`src/hdl/pbs_pkg.sv`:
```
// ----------------------------------------------------------------------------
// Pixel bitplane splitter package
// Shared constants and the group record passed from the front to the back.
// ----------------------------------------------------------------------------
`default_nettype none

package pbs_pkg;

   localparam int MAX_PLANES   = 8;
   localparam int PLANE_IDX_W  = $clog2(MAX_PLANES);
   localparam int PLANE_CNT_W  = $clog2(MAX_PLANES + 1);
   localparam int GROUP_SIZE   = 8;
   localparam int GROUP_CNT_W  = $clog2(GROUP_SIZE);
   localparam int QUEUE_DEPTH  = 2;
   localparam int QUEUE_PTR_W  = $clog2(QUEUE_DEPTH);
   localparam int QUEUE_CNT_W  = $clog2(QUEUE_DEPTH + 1);

   localparam logic [3:0] BPP_RESET = 4'd4;

   // One finished group: a byte for every plane plus the plane count and the frame-end flag.
   typedef struct packed {
      logic [MAX_PLANES-1:0][GROUP_SIZE-1:0] plane_bytes;
      logic [PLANE_CNT_W-1:0]                planes;
      logic                                  frame_end;
   } group_type;

endpackage

`default_nettype wire

```
`src/hdl/pbs_front.sv`:
```
// ----------------------------------------------------------------------------
// Pixel bitplane splitter front end
// Holds the depth register, shifts pixel bits into the plane registers and
// pushes a finished group into the queue.
// ----------------------------------------------------------------------------
`default_nettype none

module pbs_front (
   input  wire logic                clock,
   input  wire logic                reset,
   input  wire logic                csr_wr_en,
   input  wire logic [3:0]          csr_wr_data,
   input  wire logic                accept,
   input  wire logic [7:0]          pixel_value,
   input  wire logic                frame_last,
   output logic                     push,
   output pbs_pkg::group_type       push_group
);
   import pbs_pkg::*;

   logic [3:0]                            bpp_ff, bpp_in;
   logic [MAX_PLANES-1:0][GROUP_SIZE-1:0] shift_ff, shift_in;
   logic [MAX_PLANES-1:0][GROUP_SIZE-1:0] shifted;
   logic [GROUP_CNT_W-1:0]                count_ff, count_in;
   logic [PLANE_CNT_W-1:0]                planes;
   logic                                  complete;

   // A depth of zero still uses one plane; anything above the maximum is capped.
   always_comb begin
      if (bpp_ff == 4'd0) begin
         planes = PLANE_CNT_W'(1);
      end else if (32'(bpp_ff) > MAX_PLANES) begin
         planes = PLANE_CNT_W'(MAX_PLANES);
      end else begin
         planes = PLANE_CNT_W'(bpp_ff);
      end
   end

   always_comb begin
      for (int i = 0; i < MAX_PLANES; i++) begin
         if (PLANE_CNT_W'(i) < planes) begin
            shifted[i] = {shift_ff[i][GROUP_SIZE-2:0], pixel_value[i]};
         end else begin
            shifted[i] = shift_ff[i];
         end
      end
   end

   assign complete = (count_ff == GROUP_CNT_W'(GROUP_SIZE - 1)) || frame_last;

   always_comb begin
      bpp_in   = csr_wr_en ? csr_wr_data : bpp_ff;
      shift_in = shift_ff;
      count_in = count_ff;
      if (accept) begin
         if (complete) begin
            shift_in = '0;
            count_in = '0;
         end else begin
            shift_in = shifted;
            count_in = count_ff + GROUP_CNT_W'(1);
         end
      end
   end

   assign push                   = accept && complete;
   assign push_group.plane_bytes = shifted;
   assign push_group.planes      = planes;
   assign push_group.frame_end   = frame_last;

   always_ff @(posedge clock) begin
      if (reset) begin
         bpp_ff   <= BPP_RESET;
         shift_ff <= '0;
         count_ff <= '0;
      end else begin
         bpp_ff   <= bpp_in;
         shift_ff <= shift_in;
         count_ff <= count_in;
      end
   end

endmodule

`default_nettype wire

```
`src/hdl/pbs_queue.sv`:
```
// ----------------------------------------------------------------------------
// Pixel bitplane splitter group queue
// Short first-in first-out buffer of finished groups between front and back.
// ----------------------------------------------------------------------------
`default_nettype none

module pbs_queue (
   input  wire logic                clock,
   input  wire logic                reset,
   input  wire logic                push,
   input  wire pbs_pkg::group_type  push_group,
   input  wire logic                pop,
   output logic                     full,
   output logic                     head_valid,
   output pbs_pkg::group_type       head_group
);
   import pbs_pkg::*;

   group_type              entry_ff [QUEUE_DEPTH];
   logic [QUEUE_PTR_W-1:0] wr_ptr_ff, wr_ptr_in;
   logic [QUEUE_PTR_W-1:0] rd_ptr_ff, rd_ptr_in;
   logic [QUEUE_CNT_W-1:0] fill_ff, fill_in;
   logic                   do_push, do_pop;

   assign full       = (fill_ff == QUEUE_CNT_W'(QUEUE_DEPTH));
   assign head_valid = (fill_ff != '0);
   assign head_group = entry_ff[rd_ptr_ff];
   assign do_push    = push && !full;
   assign do_pop     = pop && head_valid;

   always_comb begin
      wr_ptr_in = wr_ptr_ff;
      rd_ptr_in = rd_ptr_ff;
      fill_in   = fill_ff;
      if (do_push) begin
         wr_ptr_in = (wr_ptr_ff == QUEUE_PTR_W'(QUEUE_DEPTH - 1)) ? '0
                   : wr_ptr_ff + QUEUE_PTR_W'(1);
      end
      if (do_pop) begin
         rd_ptr_in = (rd_ptr_ff == QUEUE_PTR_W'(QUEUE_DEPTH - 1)) ? '0
                   : rd_ptr_ff + QUEUE_PTR_W'(1);
      end
      if (do_push && !do_pop) begin
         fill_in = fill_ff + QUEUE_CNT_W'(1);
      end else if (do_pop && !do_push) begin
         fill_in = fill_ff - QUEUE_CNT_W'(1);
      end
   end

   always_ff @(posedge clock) begin
      if (do_push) begin
         entry_ff[wr_ptr_ff] <= push_group;
      end
   end

   always_ff @(posedge clock) begin
      if (reset) begin
         wr_ptr_ff <= '0;
         rd_ptr_ff <= '0;
         fill_ff   <= '0;
      end else begin
         wr_ptr_ff <= wr_ptr_in;
         rd_ptr_ff <= rd_ptr_in;
         fill_ff   <= fill_in;
      end
   end

endmodule

`default_nettype wire

```
`src/hdl/pbs_back.sv`:
```
// ----------------------------------------------------------------------------
// Pixel bitplane splitter back end
// Walks the planes of the head group, one plane word per cycle while the
// output is not stalled, into the output register.
// ----------------------------------------------------------------------------
`default_nettype none

module pbs_back (
   input  wire logic                clock,
   input  wire logic                reset,
   input  wire logic                head_valid,
   input  wire pbs_pkg::group_type  head_group,
   output logic                     pop,
   output logic                     rsp_valid,
   input  wire logic                rsp_stall,
   output logic [2:0]               rsp_plane_number,
   output logic [7:0]               rsp_plane_byte,
   output logic                     rsp_group_last,
   output logic                     rsp_frame_end
);
   import pbs_pkg::*;

   logic [PLANE_IDX_W-1:0] idx_ff, idx_in;
   logic                   valid_ff, valid_in;
   logic [2:0]             number_ff, number_in;
   logic [7:0]             byte_ff, byte_in;
   logic                   last_ff, last_in;
   logic                   end_ff, end_in;
   logic                   load;
   logic                   is_last;

   assign load    = head_valid && (!valid_ff || !rsp_stall);
   assign is_last = ({1'b0, idx_ff} + PLANE_CNT_W'(1)) == head_group.planes;
   assign pop     = load && is_last;

   always_comb begin
      idx_in    = idx_ff;
      valid_in  = valid_ff && rsp_stall;
      number_in = number_ff;
      byte_in   = byte_ff;
      last_in   = last_ff;
      end_in    = end_ff;
      if (load) begin
         idx_in    = is_last ? '0 : idx_ff + PLANE_IDX_W'(1);
         valid_in  = 1'b1;
         number_in = 3'(idx_ff);
         byte_in   = head_group.plane_bytes[idx_ff];
         last_in   = is_last;
         end_in    = head_group.frame_end;
      end
   end

   always_ff @(posedge clock) begin
      if (reset) begin
         idx_ff   <= '0;
         valid_ff <= 1'b0;
      end else begin
         idx_ff   <= idx_in;
         valid_ff <= valid_in;
      end
   end

   always_ff @(posedge clock) begin
      number_ff <= number_in;
      byte_ff   <= byte_in;
      last_ff   <= last_in;
      end_ff    <= end_in;
   end

   assign rsp_valid        = valid_ff;
   assign rsp_plane_number = number_ff;
   assign rsp_plane_byte   = byte_ff;
   assign rsp_group_last   = last_ff;
   assign rsp_frame_end    = end_ff;

endmodule

`default_nettype wire

```
`src/hdl/pixel_bitplane_splitter_core.sv`:
```
// ----------------------------------------------------------------------------
// Pixel bitplane splitter core
// Chunky-to-planar conversion: pixels in, one byte per active bit plane out.
// ----------------------------------------------------------------------------
// The block takes one pixel word per cycle and never stalls it unless the
// two-group queue between the front end and the back end is full. Every
// eight pixels, or at a pixel flagged frame_last, the group is queued and the
// back end sends one plane word per cycle while rsp_stall is low, plane 0
// first, one word for each active plane. Output bandwidth therefore sets
// the sustained rate: up to eight plane words per eight pixels keeps one
// pixel per cycle, while frequent frame_last flushes at full depth cost eight
// words per pixel. The depth register must only be written while idle.
// ----------------------------------------------------------------------------
`default_nettype none

module pixel_bitplane_splitter_core (
   input  wire logic        clock,
   input  wire logic        reset,
   input  wire logic        csr_wr_en,
   input  wire logic [3:0]  csr_wr_data,
   input  wire logic        req_valid,
   output logic             req_stall,
   input  wire logic [7:0]  req_pixel_value,
   input  wire logic        req_frame_last,
   output logic             rsp_valid,
   input  wire logic        rsp_stall,
   output logic [2:0]       rsp_plane_number,
   output logic [7:0]       rsp_plane_byte,
   output logic             rsp_group_last,
   output logic             rsp_frame_end
);
   import pbs_pkg::*;

   logic      accept;
   logic      push;
   group_type push_group;
   logic      pop;
   logic      full;
   logic      head_valid;
   group_type head_group;

   assign req_stall = full;
   assign accept    = req_valid && !req_stall;

   pbs_front u_front (
      .clock       (clock),
      .reset       (reset),
      .csr_wr_en   (csr_wr_en),
      .csr_wr_data (csr_wr_data),
      .accept      (accept),
      .pixel_value (req_pixel_value),
      .frame_last  (req_frame_last),
      .push        (push),
      .push_group  (push_group)
   );

   pbs_queue u_queue (
      .clock      (clock),
      .reset      (reset),
      .push       (push),
      .push_group (push_group),
      .pop        (pop),
      .full       (full),
      .head_valid (head_valid),
      .head_group (head_group)
   );

   pbs_back u_back (
      .clock            (clock),
      .reset            (reset),
      .head_valid       (head_valid),
      .head_group       (head_group),
      .pop              (pop),
      .rsp_valid        (rsp_valid),
      .rsp_stall        (rsp_stall),
      .rsp_plane_number (rsp_plane_number),
      .rsp_plane_byte   (rsp_plane_byte),
      .rsp_group_last   (rsp_group_last),
      .rsp_frame_end    (rsp_frame_end)
   );

endmodule

`default_nettype wire

```
`config.mk`:
```
export PLATFORM = sky130hd
export DESIGN_NAME = pixel_bitplane_splitter_core
export DESIGN_NICKNAME = d
export VERILOG_FILES = /design/src/hdl/pbs_pkg.sv /design/src/hdl/pbs_front.sv /design/src/hdl/pbs_queue.sv /design/src/hdl/pbs_back.sv /design/src/hdl/pixel_bitplane_splitter_core.sv
export SDC_FILE = /design/constraint.sdc
export NUM_CORES = 1
export LEC_CHECK = 0
export ABC_CLOCK_PERIOD_IN_PS = 12600
export BUFFER_PORTS_ARGS = -buffer_cell sky130_fd_sc_hd__buf_4
export CELL_PAD_IN_SITES_DETAIL_PLACEMENT = 1
export CELL_PAD_IN_SITES_GLOBAL_PLACEMENT = 1
export CORE_MARGIN = 2
export CORE_UTILIZATION = 55
export DETAILED_ROUTE_END_ITERATION = 10
export GPL_ROUTABILITY_DRIVEN = 0
export PLACE_DENSITY = 0.82
export SYNTH_ARGS = -nofsm -noshare
export SYNTH_HDL_FRONTEND = slang
export SYNTH_SLANG_ARGS = --single-unit
```
`constraint.sdc`:
```
create_clock -name clock -period 12.6 [get_ports clock]
set_input_delay 0.63 -clock clock [delete_from_list [all_inputs] [get_ports clock]]
set_output_delay 0.63 -clock clock [all_outputs]
set_load 0.01 [all_outputs]
```
# ---- Word level (Yosys, flattened, before mapping)
# Memories as Yosys holds them, arrays and structs flattened. A register that Yosys moved wholly into a read port is not among the register bits.
# Index checks and enable logic that the tools add are counted.
# Widths: inputs -> output; s select.
dict set report totals {
  mem_bits_rw 138
  mem_count 1
  output_inout_bits 15
  register_bits 92
  in_bits 18
}
dict set report classes {
  n_eq_ne 3
  n_addsub 7
  reduce_logical 19
  n_lt_le_gt_ge 10
  n_mux 24
}
# memory depth width rd rd_ports_with_merged_regs wr line
set memory_table {}
lappend memory_table {u_queue.entry_ff 2 69 1 1 1 pbs_queue.sv:19} ;# group_type entry_ff [QUEUE_DEPTH];
# op count
set ops {}
lappend ops {{$mux 8} 9}
lappend ops {{$mux 64} 1}
lappend ops {{$bmux 8 s3} 1}
lappend ops {{$lt 3x4->1 const A} 4}
lappend ops {{$logic_and 1x1->1} 9}
lappend ops {{$lt 1x4->1 const A} 2}
lappend ops {{$lt 2x4->1 const A} 2}
lappend ops {{$mux 4} 2}
lappend ops {{$mux 1} 7}
lappend ops {{$add 3x1->3 const B} 2}
lappend ops {{$mux 3} 2}
lappend ops {{$logic_not 1->1} 5}
lappend ops {{$add 3x1->4 const B} 1}
lappend ops {{$eq 4x4->1} 1}
lappend ops {{$gt 4x4->1 const B} 1}
lappend ops {{$logic_not 4->1} 1}
lappend ops {{$lt 3x4->1 const B} 1}
lappend ops {{$mux 2} 2}
lappend ops {{$reduce_bool 2->1} 2}
lappend ops {{$eq 3x3->1 const B} 1}
lappend ops {{$add 1x1->1 const B} 2}
lappend ops {{$add 2x1->2 const B} 1}
lappend ops {{$eq 2x2->1 const B} 1}
lappend ops {{$logic_or 1x1->1} 2}
lappend ops {{$sub 2x1->2 const B} 1}

# ---- Longest topological paths before layout
dict set report depth {
  depth_word 9
  ltp_mapped 10
  depth_no_buf 10
}

# ---- Modules after synthesis
# From an unflattened synthesis, not the netlist that was laid out.
dict set report hier_totals {
  hier_cells 607
  hier_area_um2 9579.2
}
# module cells_each area_each_um2 seq_area_each_um2 n_inst
set by_module_without_submodules {}
lappend by_module_without_submodules {pbs_queue 240 5237.5 4244.1 1}
lappend by_module_without_submodules {pbs_front 296 3145.5 1401.3 1}
lappend by_module_without_submodules {pbs_back 70 1182.4 470.5 1}
lappend by_module_without_submodules {pixel_bitplane_splitter_core 1 13.8 0.0 1}

# ---- Least setup slack after synthesis
# OpenSTA, ideal clock, no wires.
dict set report synth_timing {
  path_kind {input -> register}
  start {input port req_valid}
  end {memory u_queue.entry_ff[0][0] (netlist bit) (enable)}
  required_time_ns 12.019
  arrival_time_ns 5.825
  setup_slack_ns 6.194
  path_stages 4
  n_path_buf 2
  setup_time_ns 0.581
  path_cell_list {nand2_1 buf_2 buf_1 nor3_1}
}
dict set report synth_via {
  elab_chain_cells 5
}
# element line
set synth_lines {}
lappend synth_lines {{from (decl)} pixel_bitplane_splitter_core.sv:21} ;# input wire logic req_valid,
lappend synth_lines {{$logic_and 1x1->1} pixel_bitplane_splitter_core.sv:43} ;# assign accept = req_valid && !req_stall;
lappend synth_lines {{$logic_and 1x1->1} pbs_front.sv:66} ;# assign push = accept && complete;
lappend synth_lines {{$logic_and 1x1->1} pbs_queue.sv:28} ;# assign do_push = push && !full;
lappend synth_lines {{$mux 1} pbs_queue.sv:51} ;# if (do_push) begin
lappend synth_lines {{$mux 1 (not written as such)} pbs_queue.sv:52} ;# entry_ff[wr_ptr_ff] <= push_group;
lappend synth_lines {{to (decl)} pbs_queue.sv:19}
# Every way passes these cells.

# ---- Final worst setup path
dict set report layout_timing {
  start {register u_queue.fill_ff[0]}
  end {memory u_queue.entry_ff[1][0] (netlist bit) (enable)}
}
dict set report layout_via {
  elab_chain_cells 7
}
# element line
set layout_lines {}
lappend layout_lines {{from (decl)} pbs_queue.sv:22} ;# logic [QUEUE_CNT_W-1:0] fill_ff, fill_in;
lappend layout_lines {{from (signal assigned)} pbs_queue.sv:64} ;# fill_ff <= fill_in;
lappend layout_lines {{$eq 2x2->1 *} pbs_queue.sv:25} ;# assign full = (fill_ff == QUEUE_CNT_W'(QUEUE_DEPTH));
lappend layout_lines {{$logic_not 1->1 *} {pbs_queue.sv:28, pixel_bitplane_splitter_core.sv:43}}
lappend layout_lines {{$logic_and 1x1->1} pixel_bitplane_splitter_core.sv:43}
lappend layout_lines {{$logic_and 1x1->1} pbs_front.sv:66}
lappend layout_lines {{$logic_and 1x1->1 *} pbs_queue.sv:28}
lappend layout_lines {{net u_queue.do_push} pbs_queue.sv:23} ;# logic do_push, do_pop;
lappend layout_lines {{$mux 1 *} pbs_queue.sv:51}
lappend layout_lines {{$mux 1 (not written as such) *} pbs_queue.sv:52}
# Mark *: on every way through the listed nets, which the timed path passes. The rest lies on a longest branch.

==> out/metrics.yaml <==
clocking:
  cts_tree: "done"
  cts_buffers: 24
  clock_tree.root_cell: "clkbuf_16"
  clkSinkCount: 230
  clk_pin_slew_worst_paths_ns: 0.06
  htree_num_levels: 1
  postCtsSetupRepairBufs: 0
  hold_buffers: 0
  clk_latency_ns: 0.52
  cts.path.max_buffers: 3
  cts_resized: 0
power:
  power_frac_comb: 0.085
  p_total_mw: 1.78
  peakVddDrop_v: 0.000117
  leakagePower_nw: 3.64
  p_per_area_nw_per_um2: 170
  clkPwrFrac: 0.431
  swShare: 0.231
  pwr-share-seq: 0.484
  power_switching_mw: 0.412
  cell_internal_pwr_mw: 1.37
floorplanning:
  design.core.area_um2: 16500
  boundaryPins: 33
  start_util: 0.559
  die_y_um: 134
  die_area_um2: 17900
  rows: 47
  die_x_um: 134
finish:
  fin_nets: 682
  layout.cells.non_filler: 898
  final_cell_mix: "edfxtp_1, dfxtp_1, nor2_1"
  final_common_cell: "edfxtp_1"
  drive_gt1_frac: 0.260
  diodes: 0
  nFillCells: 1539
  area_growth_pct: 13.5
  finish.utilization: 0.635
  fin_area_um2: 10500
run:
  max-cap-violations: 0
routing:
  vias: 5554
  drc: 0
  drt_iter0_drc: 504
  wl_per_cell_um: 24.9
  ant_nets: 0
  drtPass1Iterations: 5
  vias_per_cell: 6.18
  wl_um: 22400
synthesis:
  synthArstFlopShare: 0
  yosys_most_used_dff: "edfxtp_1"
  synth_seq_cells: 230
  post_synth_instance_area_um2: 9240
  ys_types: 40
  synth.yosys.seq_area_share: 0.662
  yosysWarnings: 0
  synth_edf_count: 151
  syn_area_per_cell_um2: 14.3
  synth.net_count: 667
  synthCells: 645
global_route:
  grt_pass1_wl_um: 35300
  antenna_found_initial: 0
  grt_max_degree: 80
  grt_use_total: 0.261
  global_route.overflow_total: 0
  first_global_vias: 5925
timing:
  rsz0062_at_grt: "no"
  finalSetupViolCount: 0
  hold_ws_ns: 0.316
  hold_violations: 0
  worstMarginPinSlew_ns: 1.14
  min_period_ns: 2.76
  report.final.slew_viol_count: 0
  fin_skew_ns: 0.0112
  fmax_mhz: 362
  finalCritPeriodShare: 0.219
  layout_setup_ws_ns: 9.84
  slew-limit-headroom: 0.233
  totalNegativeSetupSlack_ns: 0
setup_path:
  max_stage_delay_ns: 0.67
  critPathBufInv: 2
  crit_type: "flip-flop to flip-flop"
  cpMostUsedCell: "buf_4"
  critPathRequiredTime_ns: 12.73
  end_kind: "flip-flop"
  cp_top_family: "buffers and inverters"
  cp_max_fo: 69
  arrival_ns: 2.90
  crit_chain: "nand2b_1, nand2_2, buf_4, nor2_1, and2_2, buf_4"
  critPathLaunchType: "flip-flop"
  slowest_stage: "buf_4"
placement:
  dpl.hpwl_um: 13800
  dp_slack_ns: 9.81
  dp_cells: 854
  placed_area_um2: 9590
  io_buffers: 32
min_path:
  worstHoldPathType: "primary input to flip-flop"
status:
  status: "complete, no violations"
-- registers in the layout, summed over array words and instances (netlist names), named ones only --
signal / flops
u_back.idx_ff: 3
u_back.rsp_frame_end: 1
u_back.rsp_group_last: 1
u_back.rsp_plane_byte: 8
u_back.rsp_plane_number: 3
u_back.rsp_valid: 1
u_front.bpp_ff: 4
u_front.count_ff: 3
u_front.shift_ff: 63
u_queue.entry_ff: 138
u_queue.fill_ff: 2
u_queue.rd_ptr_ff: 1
u_queue.wr_ptr_ff: 1
-- final timing paths --
path                             from  depth (start not counted)                       to  slack [ns]
setup reg to reg   u_queue.fill_ff[0]                          6   u_queue.entry_ff[1][0]        9.84
hold reg to reg   u_front.shift_ff[6]                          0  u_queue.entry_ff[0][12]        0.47
setup / recovery   u_queue.fill_ff[0]                          6   u_queue.entry_ff[1][0]        9.84
hold / removal     req_pixel_value[0]                          1   u_queue.entry_ff[1][5]        0.32
-- worst reg2reg max path: cells and delay by family, from the launching register on --
kind	cells	cell delay [ns]
buf+inv	2	1.01
flops	1	0.45
simple gates	4	0.81
-- final cells by class --
type                       count  area [um^2]  share of cell area
clock buffer                  34          783              0.0747
clock inverter                10          110              0.0105
inverter                       4         15.0             0.00143
multi-input combinational    361         2890               0.276
sequential                   230         6120               0.583
tap                          220          275              0.0262
timing repair buffer          39          293              0.0279
-- cell usage after synthesis (6+ instances only) --
| master | instances | share of area |
|---|---|---|
| edfxtp_1 | 151 | 0.49 |
| dfxtp_1 | 79 | 0.17 |
| nor2_1 | 75 | 0.030 |
| a22oi_1 | 73 | 0.059 |
| mux2_2 | 65 | 0.079 |
| mux2i_1 | 32 | 0.035 |
| clkbuf_1 | 26 | 0.011 |
| o21ai_0 | 18 | 0.0097 |
| mux4_2 | 16 | 0.039 |
| nand2_1 | 16 | 0.0065 |
| a21oi_1 | 14 | 0.0076 |
| buf_2 | 13 | 0.0070 |
| a221oi_1 | 8 | 0.0076 |
| buf_1 | 6 | 0.0024 |
-- power groups by stage --
| stage | combinational, mW | clock [mW] | sequential, mW |
|---|---|---|---|
| floorplan | 0.0968 | 0 | 0.871 |
| global placement | 0.144 | 0 | 0.875 |
| detailed placement | 0.150 | 0 | 0.878 |
| CTS | 0.153 | 0.782 | 0.863 |
| global route | 0.164 | 0.807 | 0.865 |
| finish | 0.152 | 0.768 | 0.863 |
-- cell families (layout without fill, tap and decap cells) --
logic type	count (synthesis)	in the layout	share of synthesized area
buffers and inverters	54	87	0.0261
adders and majority gates	4	4	0.00542
xor gates and xnor gates	8	8	0.00758
AOI/OAI and AO/OA	123	123	0.0941
muxes	113	113	0.153
and+or+nand+nor	113	113	0.0521
DFF	230	230	0.662
-- metal layers --
layer,track usage,vias up,part of all wire
met3,0.0403,50,0.050
li1,-,2473,-
met2,0.446,165,0.51
met1,0.342,2866,0.41
met4,0.0934,0,0.034
met5,0,-,0
Power figures use the tool's default switching activity.
